### src/rtl/hpng_pkg.sv
// Shared constants, register map and control structs for the high-pass noise gate.
package hpng_pkg;

	localparam int DEF_SAMPLE_BITS = 24;
	localparam int DEF_COEF_BITS   = 16;
	localparam int MAX_CHANNELS    = 2;

	// register indexes, paddr[4:2]
	localparam logic [2:0] REG_CHANNELS  = 3'd0;
	localparam logic [2:0] REG_HP_COEFF  = 3'd1;
	localparam logic [2:0] REG_ATTACK    = 3'd2;
	localparam logic [2:0] REG_RELEASE   = 3'd3;
	localparam logic [2:0] REG_OPEN_LVL  = 3'd4;

	localparam int RST_CHANNELS  = 2;
	localparam int RST_HP_COEFF  = 32363;
	localparam int RST_ATTACK    = 32540;
	localparam int RST_RELEASE   = 32759;
	localparam int RST_OPEN_LVL  = 0;

	typedef struct packed {
		logic start;
		logic out_free;
	} core_ctrl_t;

	typedef struct packed {
		logic idle;
		logic done;
	} core_stat_t;

endpackage

### src/rtl/hpng_core.sv
// Sequencer and shared-multiplier datapath: high-pass, RMS, envelope, gate gain, gating.
module hpng_core import hpng_pkg::*; #(
	parameter int SAMPLE_BITS = DEF_SAMPLE_BITS,
	parameter int COEF_BITS   = DEF_COEF_BITS
) (
	input  logic                          clk,
	input  logic                          arst_n,
	input  core_ctrl_t                    ctrl,
	output core_stat_t                    stat,
	input  logic signed [SAMPLE_BITS-1:0] sample_a,
	input  logic signed [SAMPLE_BITS-1:0] sample_b,
	input  logic                          block_end_in,
	input  logic                          stereo,
	input  logic [COEF_BITS-2:0]          hp_coeff,
	input  logic [COEF_BITS-2:0]          attack_coeff,
	input  logic [COEF_BITS-2:0]          release_coeff,
	input  logic [SAMPLE_BITS-2:0]        open_level,
	output logic signed [SAMPLE_BITS-1:0] out_a,
	output logic signed [SAMPLE_BITS-1:0] out_b,
	output logic [COEF_BITS-1:0]          gain_now,
	output logic                          block_end_out
);

	localparam int SB   = SAMPLE_BITS;
	localparam int CB   = COEF_BITS;
	localparam int FRAC = CB - 1;
	localparam int MXW  = (SB > CB) ? SB : CB;
	localparam int AW   = MXW + 2;
	localparam int BW   = MXW + 1;
	localparam int PW   = AW + BW;
	localparam int RW   = SB + 2;
	localparam int CW   = $clog2(SB);
	localparam int IW   = $clog2(MAX_CHANNELS);

	localparam logic [CB-1:0]        UNITY  = CB'(1) << (CB - 1);
	localparam logic signed [SB-1:0] SMAX_S = {1'b0, {(SB-1){1'b1}}};
	localparam logic signed [PW-1:0] SMAX_W = PW'(SMAX_S);
	localparam logic signed [PW-1:0] SMIN_W = PW'(~SMAX_S);

	localparam logic [3:0] ST_IDLE     = 4'd0;
	localparam logic [3:0] ST_HP_MUL   = 4'd1;
	localparam logic [3:0] ST_HP_SAT   = 4'd2;
	localparam logic [3:0] ST_SQ       = 4'd3;
	localparam logic [3:0] ST_SQ_ACC   = 4'd4;
	localparam logic [3:0] ST_ROOT     = 4'd5;
	localparam logic [3:0] ST_ENV_MUL1 = 4'd6;
	localparam logic [3:0] ST_ENV_MUL2 = 4'd7;
	localparam logic [3:0] ST_ENV_SUM  = 4'd8;
	localparam logic [3:0] ST_GAIN_MUL = 4'd9;
	localparam logic [3:0] ST_GAIN_SUM = 4'd10;
	localparam logic [3:0] ST_OUT_MUL  = 4'd11;
	localparam logic [3:0] ST_OUT_SAT  = 4'd12;
	localparam logic [3:0] ST_DONE     = 4'd13;

	logic [3:0]              state_q;
	logic [IW-1:0]           ch_q;
	logic [CW-1:0]           cnt_q;
	logic signed [SB-1:0]    hin_q  [MAX_CHANNELS];
	logic signed [SB-1:0]    hout_q [MAX_CHANNELS];
	logic [SB-2:0]           env_q;
	logic [CB-1:0]           gain_q;

	logic                    stereo_q;
	logic                    last_q;
	logic signed [SB-1:0]    x_q [MAX_CHANNELS];
	logic signed [SB-1:0]    h_q [MAX_CHANNELS];
	logic signed [SB-1:0]    y_q [MAX_CHANNELS];
	logic signed [PW-1:0]    prod_q;
	logic signed [PW-1:0]    acc_q;
	logic [2*SB-1:0]         rad_q;
	logic [RW-1:0]           rem_q;
	logic [SB-1:0]           root_q;
	logic [CB-2:0]           k_q;
	logic                    tgt_q;

	logic signed [AW-1:0]    mul_a;
	logic signed [BW-1:0]    mul_b;
	logic signed [PW-1:0]    shr;
	logic signed [SB-1:0]    sat_y;
	logic signed [PW-1:0]    sq_sum;
	logic signed [PW-1:0]    env_sum;
	logic [RW-1:0]           rem_sh;
	logic [RW-1:0]           trial;
	logic                    fits;
	logic [SB-2:0]           rms;
	logic                    env_up;
	logic                    gate_open;
	logic [CB-2:0]           env_k;
	logic [CB-2:0]           gain_k;
	logic [CB-1:0]           gain_new;
	logic                    last_ch;

	assign last_ch = !stereo_q || (ch_q == IW'(1));

	// floor shift and saturate, used by the filter and by the gated output
	always_comb begin
		shr = prod_q >>> FRAC;
		if (shr > SMAX_W) begin
			sat_y = SMAX_S;
		end else if (shr < SMIN_W) begin
			sat_y = ~SMAX_S;
		end else begin
			sat_y = shr[SB-1:0];
		end
	end

	assign sq_sum  = ((ch_q == '0) ? PW'(0) : acc_q) + prod_q;
	assign env_sum = acc_q + prod_q;

	// one bit of the square root per cycle
	assign rem_sh = {rem_q[RW-3:0], rad_q[2*SB-1 -: 2]};
	assign trial  = {root_q, 2'b01};
	assign fits   = rem_sh >= trial;

	assign rms       = root_q[SB-1] ? {(SB-1){1'b1}} : root_q[SB-2:0];
	assign env_up    = rms > env_q;
	assign env_k     = env_up ? attack_coeff : release_coeff;
	assign gate_open = env_q > open_level;
	assign gain_k    = (gate_open && (UNITY > gain_q)) ? attack_coeff : release_coeff;
	// target is either zero or unity, so its product is a plain term
	assign gain_new  = prod_q[FRAC +: CB] + (tgt_q ? (UNITY - CB'(k_q)) : CB'(0));

	// shared multiplier operand select
	always_comb begin
		mul_a = '0;
		mul_b = '0;
		unique case (state_q)
			ST_HP_MUL: begin
				mul_a = AW'(hout_q[ch_q]) + AW'(x_q[ch_q]) - AW'(hin_q[ch_q]);
				mul_b = BW'(hp_coeff);
			end
			ST_SQ: begin
				mul_a = AW'(h_q[ch_q]);
				mul_b = BW'(h_q[ch_q]);
			end
			ST_ENV_MUL1: begin
				mul_a = AW'(env_q);
				mul_b = BW'(env_k);
			end
			ST_ENV_MUL2: begin
				mul_a = AW'(rms);
				mul_b = BW'(UNITY - CB'(k_q));
			end
			ST_GAIN_MUL: begin
				mul_a = AW'(gain_k);
				mul_b = BW'(gain_q);
			end
			ST_OUT_MUL: begin
				mul_a = AW'(h_q[ch_q]);
				mul_b = BW'(gain_q);
			end
			default: begin
				mul_a = '0;
				mul_b = '0;
			end
		endcase
	end

	always_ff @(posedge clk or negedge arst_n) begin
		if (!arst_n) begin
			state_q <= ST_IDLE;
			ch_q    <= '0;
			cnt_q   <= '0;
			env_q   <= '0;
			gain_q  <= '0;
			for (int i = 0; i < MAX_CHANNELS; i++) begin
				hin_q[i]  <= '0;
				hout_q[i] <= '0;
			end
		end else begin
			unique case (state_q)
				ST_IDLE: begin
					if (ctrl.start) begin
						ch_q    <= '0;
						state_q <= ST_HP_MUL;
					end
				end
				ST_HP_MUL: state_q <= ST_HP_SAT;
				ST_HP_SAT: begin
					hin_q[ch_q]  <= x_q[ch_q];
					hout_q[ch_q] <= sat_y;
					state_q      <= ST_SQ;
				end
				ST_SQ: state_q <= ST_SQ_ACC;
				ST_SQ_ACC: begin
					if (last_ch) begin
						cnt_q   <= '0;
						state_q <= ST_ROOT;
					end else begin
						ch_q    <= ch_q + IW'(1);
						state_q <= ST_HP_MUL;
					end
				end
				ST_ROOT: begin
					cnt_q <= cnt_q + CW'(1);
					if (cnt_q == CW'(SB - 1)) begin
						state_q <= ST_ENV_MUL1;
					end
				end
				ST_ENV_MUL1: state_q <= ST_ENV_MUL2;
				ST_ENV_MUL2: state_q <= ST_ENV_SUM;
				ST_ENV_SUM: begin
					env_q   <= env_sum[FRAC +: SB-1];
					state_q <= ST_GAIN_MUL;
				end
				ST_GAIN_MUL: state_q <= ST_GAIN_SUM;
				ST_GAIN_SUM: begin
					gain_q  <= gain_new;
					ch_q    <= '0;
					state_q <= ST_OUT_MUL;
				end
				ST_OUT_MUL: state_q <= ST_OUT_SAT;
				ST_OUT_SAT: begin
					if (last_ch) begin
						state_q <= ST_DONE;
					end else begin
						ch_q    <= ch_q + IW'(1);
						state_q <= ST_OUT_MUL;
					end
				end
				ST_DONE: begin
					if (ctrl.out_free) begin
						state_q <= ST_IDLE;
					end
				end
				default: state_q <= ST_IDLE;
			endcase
		end
	end

	always_ff @(posedge clk) begin
		prod_q <= mul_a * mul_b;
		unique case (state_q)
			ST_IDLE: begin
				if (ctrl.start) begin
					x_q[0]   <= sample_a;
					x_q[1]   <= sample_b;
					last_q   <= block_end_in;
					stereo_q <= stereo;
				end
			end
			ST_HP_SAT: h_q[ch_q] <= sat_y;
			ST_SQ_ACC: begin
				acc_q  <= sq_sum;
				rad_q  <= stereo_q ? sq_sum[2*SB:1] : sq_sum[2*SB-1:0];
				rem_q  <= '0;
				root_q <= '0;
			end
			ST_ROOT: begin
				rad_q  <= rad_q << 2;
				rem_q  <= fits ? (rem_sh - trial) : rem_sh;
				root_q <= {root_q[SB-2:0], fits};
			end
			ST_ENV_MUL1: k_q <= env_k;
			ST_ENV_MUL2: acc_q <= prod_q;
			ST_GAIN_MUL: begin
				k_q   <= gain_k;
				tgt_q <= gate_open;
			end
			ST_OUT_SAT: y_q[ch_q] <= sat_y;
			default: begin
			end
		endcase
	end

	assign stat.idle = (state_q == ST_IDLE);
	assign stat.done = (state_q == ST_DONE) && ctrl.out_free;

	assign out_a         = y_q[0];
	assign out_b         = stereo_q ? y_q[1] : '0;
	assign gain_now      = gain_q;
	assign block_end_out = last_q;

endmodule

### src/rtl/highpass_noise_gate.sv
// Top level: audio noise gate with high-pass filter, envelope follower and gate smoothing.
//
// Usage:
//   s_* stream: one frame per transaction, tdata = {sample_b, sample_a}, tlast marks the
//   last frame of a software buffer. In mono, sample_b is ignored.
//   m_* stream: one result per frame, tdata = {gain_now, out_b, out_a}, tlast copied.
//   APB port: channels_in_use at 0x00, hp_coeff 0x04, attack_coeff 0x08,
//   release_coeff 0x0C, open_level 0x10; write only while no frame is in flight.
// Operation: a frame is worked on by one shared multiplier and a one-bit-per-cycle square
//   root. A new frame is accepted only after the previous result has been handed to the
//   output register. s_tready is high only while the sequencer idles.
// Reset: filter history, envelope and gate gain clear (gate closed); registers return
//   to stereo and the default coefficients, open level zero.
// Stall: a result waits in the output register; the next frame is still accepted and
//   computed, and its last step holds until the output register frees.
module highpass_noise_gate import hpng_pkg::*; #(
	parameter int SAMPLE_BITS = DEF_SAMPLE_BITS,
	parameter int COEF_BITS   = DEF_COEF_BITS
) (
	input  logic                                       clk,
	input  logic                                       arst_n,
	input  logic                                       psel,
	input  logic                                       penable,
	input  logic                                       pwrite,
	input  logic [4:0]                                 paddr,
	input  logic [31:0]                                pwdata,
	output logic [31:0]                                prdata,
	output logic                                       pready,
	input  logic                                       s_tvalid,
	output logic                                       s_tready,
	// sample_a, sample_b
	input  logic [((2*SAMPLE_BITS+7)/8)*8-1:0]           s_tdata,
	input  logic                                       s_tlast,
	output logic                                       m_tvalid,
	input  logic                                       m_tready,
	// out_a, out_b, gain_now
	output logic [((2*SAMPLE_BITS+COEF_BITS+7)/8)*8-1:0] m_tdata,
	output logic                                       m_tlast
);

	localparam int SB    = SAMPLE_BITS;
	localparam int CB    = COEF_BITS;
	localparam int KW    = CB - 1;
	localparam int OUT_W = ((2*SB+CB+7)/8)*8;
	localparam logic [CB-1:0] UNITY = CB'(1) << (CB - 1);

	logic [1:0]    chan_q;
	logic [KW-1:0] hp_coeff_q;
	logic [KW-1:0] attack_q;
	logic [KW-1:0] release_q;
	logic [SB-2:0] open_lvl_q;
	logic          cfg_wr;

	core_ctrl_t ctrl;
	core_stat_t stat;

	logic signed [SB-1:0] core_a;
	logic signed [SB-1:0] core_b;
	logic [CB-1:0]        core_gain;
	logic                 core_last;

	logic                 m_tvalid_q;
	logic [OUT_W-1:0]     m_tdata_q;
	logic                 m_tlast_q;

	assign pready = 1'b1;
	assign cfg_wr = psel && penable && pwrite && pready;

	always_ff @(posedge clk or negedge arst_n) begin
		if (!arst_n) begin
			chan_q     <= 2'(RST_CHANNELS);
			hp_coeff_q <= KW'(RST_HP_COEFF);
			attack_q   <= KW'(RST_ATTACK);
			release_q  <= KW'(RST_RELEASE);
			open_lvl_q <= (SB-1)'(RST_OPEN_LVL);
		end else if (cfg_wr) begin
			unique case (paddr[4:2])
				REG_CHANNELS: chan_q     <= pwdata[1:0];
				REG_HP_COEFF: hp_coeff_q <= pwdata[KW-1:0];
				REG_ATTACK:   attack_q   <= pwdata[KW-1:0];
				REG_RELEASE:  release_q  <= pwdata[KW-1:0];
				REG_OPEN_LVL: open_lvl_q <= pwdata[SB-2:0];
				default: begin
				end
			endcase
		end
	end

	always_comb begin
		unique case (paddr[4:2])
			REG_CHANNELS: prdata = 32'(chan_q);
			REG_HP_COEFF: prdata = 32'(hp_coeff_q);
			REG_ATTACK:   prdata = 32'(attack_q);
			REG_RELEASE:  prdata = 32'(release_q);
			REG_OPEN_LVL: prdata = 32'(open_lvl_q);
			default:      prdata = '0;
		endcase
	end

	assign s_tready      = stat.idle;
	assign ctrl.start    = s_tvalid && s_tready;
	assign ctrl.out_free = !m_tvalid_q || m_tready;

	hpng_core #(
		.SAMPLE_BITS(SB),
		.COEF_BITS  (CB)
	) u_core (
		.clk          (clk),
		.arst_n       (arst_n),
		.ctrl         (ctrl),
		.stat         (stat),
		.sample_a     (s_tdata[SB-1:0]),
		.sample_b     (s_tdata[2*SB-1:SB]),
		.block_end_in (s_tlast),
		// count of 2 or 3 runs stereo, 0 or 1 runs mono
		.stereo       (chan_q[1]),
		.hp_coeff     (hp_coeff_q),
		.attack_coeff (attack_q),
		.release_coeff(release_q),
		.open_level   (open_lvl_q),
		.out_a        (core_a),
		.out_b        (core_b),
		.gain_now     (core_gain),
		.block_end_out(core_last)
	);

	always_ff @(posedge clk or negedge arst_n) begin
		if (!arst_n) begin
			m_tvalid_q <= 1'b0;
		end else if (stat.done) begin
			m_tvalid_q <= 1'b1;
		end else if (m_tready) begin
			m_tvalid_q <= 1'b0;
		end
	end

	always_ff @(posedge clk) begin
		if (stat.done) begin
			m_tdata_q <= OUT_W'({core_gain, core_b, core_a});
			m_tlast_q <= core_last;
		end
	end

	assign m_tvalid = m_tvalid_q;
	assign m_tdata  = m_tdata_q;
	assign m_tlast  = m_tlast_q;

	// a result is only handed over when the output register can take it
	a_done_free: assert property (@(posedge clk) disable iff (!arst_n)
		stat.done |-> (!m_tvalid_q || m_tready))
		else $error("result handed over while output register full");

	a_done_valid: assert property (@(posedge clk) disable iff (!arst_n)
		stat.done |=> m_tvalid)
		else $error("finished frame did not reach the output");

	a_busy_after_accept: assert property (@(posedge clk) disable iff (!arst_n)
		(s_tvalid && s_tready) |=> !s_tready)
		else $error("sequencer not busy after accepting a frame");

	a_gain_range: assert property (@(posedge clk) disable iff (!arst_n)
		m_tvalid |-> (m_tdata[2*SB +: CB] <= UNITY))
		else $error("gate gain above unity");

endmodule
### config.mk
export PLATFORM = sky130hd
export DESIGN_NAME = highpass_noise_gate
export DESIGN_NICKNAME = d
export VERILOG_FILES = /design/src/rtl/hpng_pkg.sv /design/src/rtl/hpng_core.sv /design/src/rtl/highpass_noise_gate.sv
export SDC_FILE = /design/constraint.sdc
export NUM_CORES = 2
export LEC_CHECK = 0
export BUFFER_PORTS_ARGS = -buffer_cell sky130_fd_sc_hd__clkbuf_2
export CELL_PAD_IN_SITES_DETAIL_PLACEMENT = 1
export CELL_PAD_IN_SITES_GLOBAL_PLACEMENT = 1
export CORE_MARGIN = 3
export CORE_UTILIZATION = 35
export DETAILED_ROUTE_END_ITERATION = 12
export PLACE_DENSITY_LB_ADDON = 0.1
export SLEW_MARGIN = 20
export SYNTH_ARGS = -nofsm -noshare
export SYNTH_HDL_FRONTEND = slang
export SYNTH_SLANG_ARGS = --single-unit
### constraint.sdc
create_clock -name clk -period 31.6 [get_ports clk]
set_clock_uncertainty 0.15 [all_clocks]
set_input_delay 0 -clock clk [delete_from_list [all_inputs] [get_ports clk]]
set_output_delay 0 -clock clk [all_outputs]
set_load 0.02 [all_outputs]
* Word level (Yosys, flattened, before mapping)
Memory sizes are Yosys's and may differ from the RTL's. A register that Yosys moved wholly into a read port is not among the register bits. Index checks and enable logic that the tools add are counted.
Operators by class: mux-type cells 47, reduce and logical (&&, ||, !) cells 30, multipliers 1, order comparisons 8, bitwise gates (word level) 1, add/sub/neg operators 10, equality and inequality tests 23
Operators by type and width (count):
- two-way mux 24 bit | 10
- one-hot mux 26 bit (5 select lines) | 1
- one-hot mux 25 bit (5 select lines) | 1
- one-hot mux 23 bit (5 select lines) | 1
- one-hot mux 51 bit (2 select lines) | 1
- bitwise mux 48 bit | 2
- one-hot mux 24 bit (2 select lines) | 2
- one-hot mux 48 bit (2 select lines) | 1
- one-hot mux 4 bit (14 select lines) | 1
- adder 51 bit | 1
- multiplier 26 x 25 -> 51 bit | 1
- two-way mux 51 bit | 1
- two-way mux 48 bit | 1
- > comparator 23 bit | 2
- adder 38 bit | 1
- > comparator 36 x 24 -> 1 bit, second input constant | 1
- < comparator 36 x 24 -> 1 bit, second input constant | 1
- two-way mux 15 bit | 2
- one-hot mux 15 bit (2 select lines) | 1
- >= comparator 26 bit | 1
- subtractor 25 x 24 -> 26 bit | 1
- adder 24 x 24 -> 25 bit | 1
- demux 24 bit (select 1 bit) | 1
- equality test 4 bit, second input constant | 6
- 37 further kinds | 78
Storage, ports and cells: flip-flop bits (word level) 473, memories 3, logic and storage cells 149, output and inout port bits 100, memory bits (writable) 144
Memory list:
- u_core.h_q | depth 2, width 24, rd ports 1, clocked after memory_dff 0, write ports 1, line hpng_core.sv:66 | logic signed [SB-1:0] h_q [MAX_CHANNELS];
- u_core.x_q | depth 2, width 24, rd ports 1, clocked after memory_dff 0, write ports 2, line hpng_core.sv:65 | logic signed [SB-1:0] x_q [MAX_CHANNELS];
- u_core.y_q | depth 2, width 24, rd ports 2, clocked after memory_dff 2, write ports 1, line hpng_core.sv:67 | logic signed [SB-1:0] y_q [MAX_CHANNELS];

* Longest topological paths before layout
word-level depth 8, mapped depth 48

* Cells and area by module
A second synthesis with hierarchy kept.
Unflattened totals: cell total of the unflattened synthesis 5912, area total of the unflattened synthesis 58367.2 µm²
Modules (own cells, without submodules):
- hpng_core | instances 1, sequential area each 13868.3 µm², cells each 5610, area each 53055.9 µm²
- highpass_noise_gate | instances 1, sequential area each 3773.6 µm², cells each 302, area each 5311.3 µm²

* Least setup slack after synthesis
Ideal clock, no wire load.
path type register to register, from register u_core.ch_q, to register u_core.prod_q[50], library setup time 0.072 ns, path slack 19.641 ns, clock period less this slack 11.959 ns, arrival 11.737 ns, required time 31.378 ns, cell stages (with the launch flop) 46, cells stage by stage dfrtp_1 clkbuf_1 clkbuf_1 clkbuf_1 clkbuf_1 buf_1 mux2i_1 fa_1 inv_1 ha_1 a21o_1 a21oi_1 o21ba_2 o211a_1 o21ai_1 nand3_1 o221ai_1 a221o_1 (+10 left out) fa_1 fa_1 fa_1 inv_1 fa_1 inv_1 ha_1 and3_1 a221o_1 a31oi_1 o211ai_1 a21oi_1 nand3_1 a311o_1 a41o_1 a221o_1 a21oi_1 xnor2_1
On the way: longest elaborated chain between the ends 8
Ends and longest elaborated chain:
- from (decl) | line hpng_core.sv:56 | logic [IW-1:0] ch_q;
- from (signal assigned) | line hpng_core.sv:190 | ch_q <= ch_q + IW'(1);
- from (signal assigned) | line hpng_core.sv:217 | ch_q <= ch_q + IW'(1);
- NOT 1 -> 2 bit (implied by the code) | line hpng_core.sv:129 | mul_a = AW'(hout_q[ch_q]) + AW'(x_q[ch_q]) - AW'(hin_q[ch_q]);
- two-way mux 24 bit (implied by the code) (3 in series) | line hpng_core.sv:129
- adder 24 x 24 -> 25 bit | line hpng_core.sv:129
- subtractor 25 x 24 -> 26 bit | line hpng_core.sv:129
- one-hot mux 26 bit (5 select lines) | line hpng_core.sv:127 | unique case (state_q)
- multiplier 26 x 25 -> 51 bit * | line hpng_core.sv:232 | prod_q <= mul_a * mul_b;
- to (signal assigned) | line hpng_core.sv:232
- to (decl) | line hpng_core.sv:68 | logic signed [PW-1:0] prod_q;
Mark *: on every way between the ends. The rest lies on a longest branch, timed or not. The select of a mux whose other input is x is not followed. A chain may end at the register's enable or synchronous reset.

* Final worst setup path
Same ends and word-level chain as after synthesis.

==> impl.org <==
** Clock network
- TritonCTS built the clock tree.
- Root Buffer Master :: clkbuf_16
- Counting every sink on the clock net gives 639.
- The later pin in the worst-skew pair is clocked with a latency of just over 0.7 ns.
- Clock-pin slew was measured on the worst setup and hold paths at about 0.07 ns.
- Level count of the clock H-tree :: 3
- In this run the deepest clock path goes through 3 buffers.
- Post-CTS setup buffer count :: 0
- TritonCTS created 80 clock buffers.

** Finish
- Leaving out fill and tap cells, the most frequent cell in the layout is inv_1.
- The multi-input combinational cells in the finished layout cover a total of around 37000 sq um.
- In the final layout, flip-flops and latches occupy 17650 sq um.
- In the layout the commonest cells are 878 x inv_1, 868 x nand2_1, 708 x fa_1.
- For this run, the post-layout net count is 7443.
- Fill cell instance count of the final layout :: around 19000
- Fraction of layout instances using a drive strength above 1 :: about a tenth
- Area overhead of the layout relative to synthesis :: 14.07%
- Post-route standard cell area excluding fillers :: ~67000 sq um

** STA
- Setup repair after global routing left no endpoint under its margin.
- Hold Vio Cnt, Final :: 0
- At the pin with the least slew margin, the transition time is ~1.1 ns.
- Max-slew violation count :: 0
- Counting I/O delays and the setup requirement, the final critical path takes ~14 ns.
- Of the available clock period, the critical path in the final layout requires 44.46%.
- Setup violations remaining at the end of the flow were counted as 0.
- Highest achievable clock rate :: between 70 and 80 MHz
- Worst-case headroom to the max-slew limit :: 24.11%
- For the final routed database, the setup TNS stands at 0 ns.

** Placement
- Summing all placed instances gives a cell area of between 60000 and 70000 sq um.
- Final RePlAce weighted congestion :: slightly below 0.9
- Buffers placed on the I/O ports in this run total around 170.
- Once detailed placement completed, the half-perimeter wirelength came to roughly 170000 microns.

** Logic synthesis
- For this run, the register share of the synthesized area comes to around 30%.
- In this run, synthesis inferred 372 flip-flops with an integrated enable.
- Share of flip-flops with an asynchronous set or reset after synthesis :: around 34%
- The cell area that synthesis handed to floorplanning was 58400 sq um.
- Summed over its instances, the top area cell type makes up around 24% of the synthesized netlist area.
- Post-Syn Area per Cell :: 9.709 sq um
- Distinct cell type count of the synthesized netlist :: 90
- Synth Instances :: ~6000
- Seq cells post-synth :: between 600 and 700
- Biggest area consumer among synthesized cells :: fa_1
- Main area contributors after synthesis :: fa_1 24%, edfxtp_1 19%, dfrtp_1 7.7%
- Prevailing post-synth register cell :: edfxtp_1
- During synthesis, Yosys emitted a total of 0 warnings.

** Flow run
- Max-cap violation count :: 0

** Floorplanning
- The floorplan has 149 rows.
- The floorplan step set the die width to 414.5 microns.
- Initial cell density of the core :: a little over a third
- In this run the vertical extent of the chip is just over 400 microns.
- After floorplanning, the core was sized to cover roughly 170000 sq um.
- Pin placement for this block handled ~190 I/O pins.
- Die area :: 171800 sq um

** Worst setup path
- Reg-to-reg slack, setup :: 17.55 ns
- Largest stage delay on the critical path :: approximately 0.85 ns
- Data on the critical path arrives at its endpoint at roughly 14 ns.
- Type of element capturing the critical path :: register
- Along the worst path, the maximum fanout reaches 28.
- The worst setup path is of the register to register kind.
- Most numerous cell on the critical path :: fa_1
- Worst reg2reg endpoint :: u_core.prod_q[50]$_DFF_P_
- Crit-path slowest cell :: a2111o_1
- STA classifies the critical path startpoint as a register.
- In this run the worst setup path begins at u_core.ch_q$_DFFE_PN0P_.
- Critical Path RT :: 32.05 ns
- The most critical setup path has its endpoint at u_core.prod_q[50]$_DFF_P_.
- The startpoint identified for the worst register-to-register timing path is u_core.ch_q$_DFFE_PN0P_.
- Worst r2r path cells :: 39

** Drt
- Remaining number of nets flagged by the antenna check after routing :: 0
- WL per Instance :: between 20 and 30 microns
- Via count :: between 40000 and 50000
- Residual DRC count :: 0
- Drt total wl :: 217700 microns
- Using the TritonRoute via totals, the vias-per-cell ratio works out to about 5.2.
- Iteration-0 DRC count of the detailed router :: about 2700
- The first detailed-routing pass ran for 5 iterations.

** Outcome
- Run status :: finished clean

** Global route
- Global routing finished with a remaining overflow of 0.
- Wire length of the first global-routing pass :: ~320000 microns
- Number of antenna violations at the first check in global routing :: 8
- Maximum number of pins on one net before global-route repair :: just under 90
- The via count of the first global-routing pass is 47770.
- Global routing used 25.38% of the available tracks across all layers.

** Hold path
- The tightest min-delay check is of the input port to register type.
- In this run the most critical hold path is launched from pwdata[11].
-- registers in the layout, summed over array words and instances (netlist names), 5 cells and up --
register / flops
attack_q: 15
hp_coeff_q: 15
m_tdata: 64
open_lvl_q: 23
release_q: 15
u_core.acc_q: 49
u_core.cnt_q: 5
u_core.env_q: 23
u_core.gain_now: 16
u_core.h_q: 48
u_core.hin_q: 48
u_core.hout_q: 48
u_core.k_q: 15
u_core.prod_q: 51
u_core.rad_q: 48
u_core.rem_q: 24
u_core.root_q: 24
u_core.x_q: 48
u_core.y_q: 48
-- repair_timing --
| action | CTS | global route |
|---|---|---|
| resized for setup | 0 | 0 |
| setup endpoints to repair | 0 | 0 |
| endpoints found under the hold margin | 268 | 0 |
| hold buffers | 179 | 0 |
-- cell type report --
type,count,area share (%)
Multi-Input combinational cell,4235,55.05
Sequential cell,639,26.49
Timing Repair Buffer,461,5.297
Inverter,884,4.981
Tap cell,2189,4.111
Clock buffer,106,3.339
Clock inverter,44,0.7175
Antenna cell,3,0.01127
-- cells by family (layout without fill, tap and decap cells) --
family                   Yosys count  in the layout  share of synthesized area [%]
AND/OR/NAND/NOR                 1782           1782                          12.91
other                              2             16                        0.01286
flip-flops                       639            639                          30.21
AO/OA/AOI/OAI                    960            960                          10.53
multiplexers                     244            244                          4.452
XOR/XNOR                         187            187                          2.804
adder cells (fa/ha/maj)         1049           1049                          31.58
buffers and inverters           1152           1495                          7.505
-- worst max-delay path: cells and delay by family (launching register included) --
kind,cells,cell delay (ns)
flip-flops,1,0.66
AND/OR/NAND/NOR,5,1.01
buffers and inverters,7,0.97
AO/OA/AOI/OAI,14,4.77
adder cells (fa/ha/maj),10,4.82
XOR/XNOR,2,0.68
multiplexers,1,0.82
-- worst min-delay path by stage --
| stage | to | cells past startpoint |
|---|---|---|
| floorplan | attack_q[0]$_DFFE_PN0P_ | 0 |
| CTS | hp_coeff_q[5]$_DFFE_PN1P_ | 3 |
| global route | hp_coeff_q[11]$_DFFE_PN1P_ | 3 |
| detailed placement | u_core.hout_q[13]$_DFFE_PN0P_ | 1 |
| finish | hp_coeff_q[11]$_DFFE_PN1P_ | 3 |
| global placement | u_core.hout_q[13]$_DFFE_PN0P_ | 1 |
-- routing by layer --
metal / global-route usage, % / vias up / part of all wire [%]
li1: - / 20190 / -
met1: 34.51 / 23270 / 45
met2: 42.57 / 907 / 48
met3: 2.461 / 265 / 3.8
met4: 8.314 / 0 / 3.4
met5: 0 / - / 0
-- synth_stat cells (51+ instances only) --
| library cell | instances |
|---|---|
| fa_1 | 708 |
| dfxtp_1 | 51 |
| mux2_2 | 122 |
| ha_1 | 341 |
| and2_1 | 99 |
| a21o_1 | 100 |
| mux2i_1 | 118 |
| inv_1 | 881 |
| edfxtp_1 | 372 |
| clkbuf_1 | 222 |
| nand2_1 | 870 |
| xor2_1 | 69 |
| o21ai_0 | 297 |
| a21oi_1 | 197 |
| nor2_1 | 542 |
| dfrtp_1 | 180 |
| xnor2_1 | 118 |
-- through the flow --
stage          worst slack (ns)  util [%]  std cells  hold slack, ns
2_1_floorplan             19.64         -       6026         -0.4456
3_3_place_gp              17.63     37.52       8227        -0.03164
3_5_place_dp              17.55     37.53       8227        -0.02427
4_1_cts                   17.51     40.25       8556        0.001087
5_1_grt                   17.01     40.28       8558         0.04732
6_report                  17.55     40.29       8561         0.03511
Power is not shown: default switching activity piles up to over one toggle a cycle in this logic, so the estimate is an artifact.
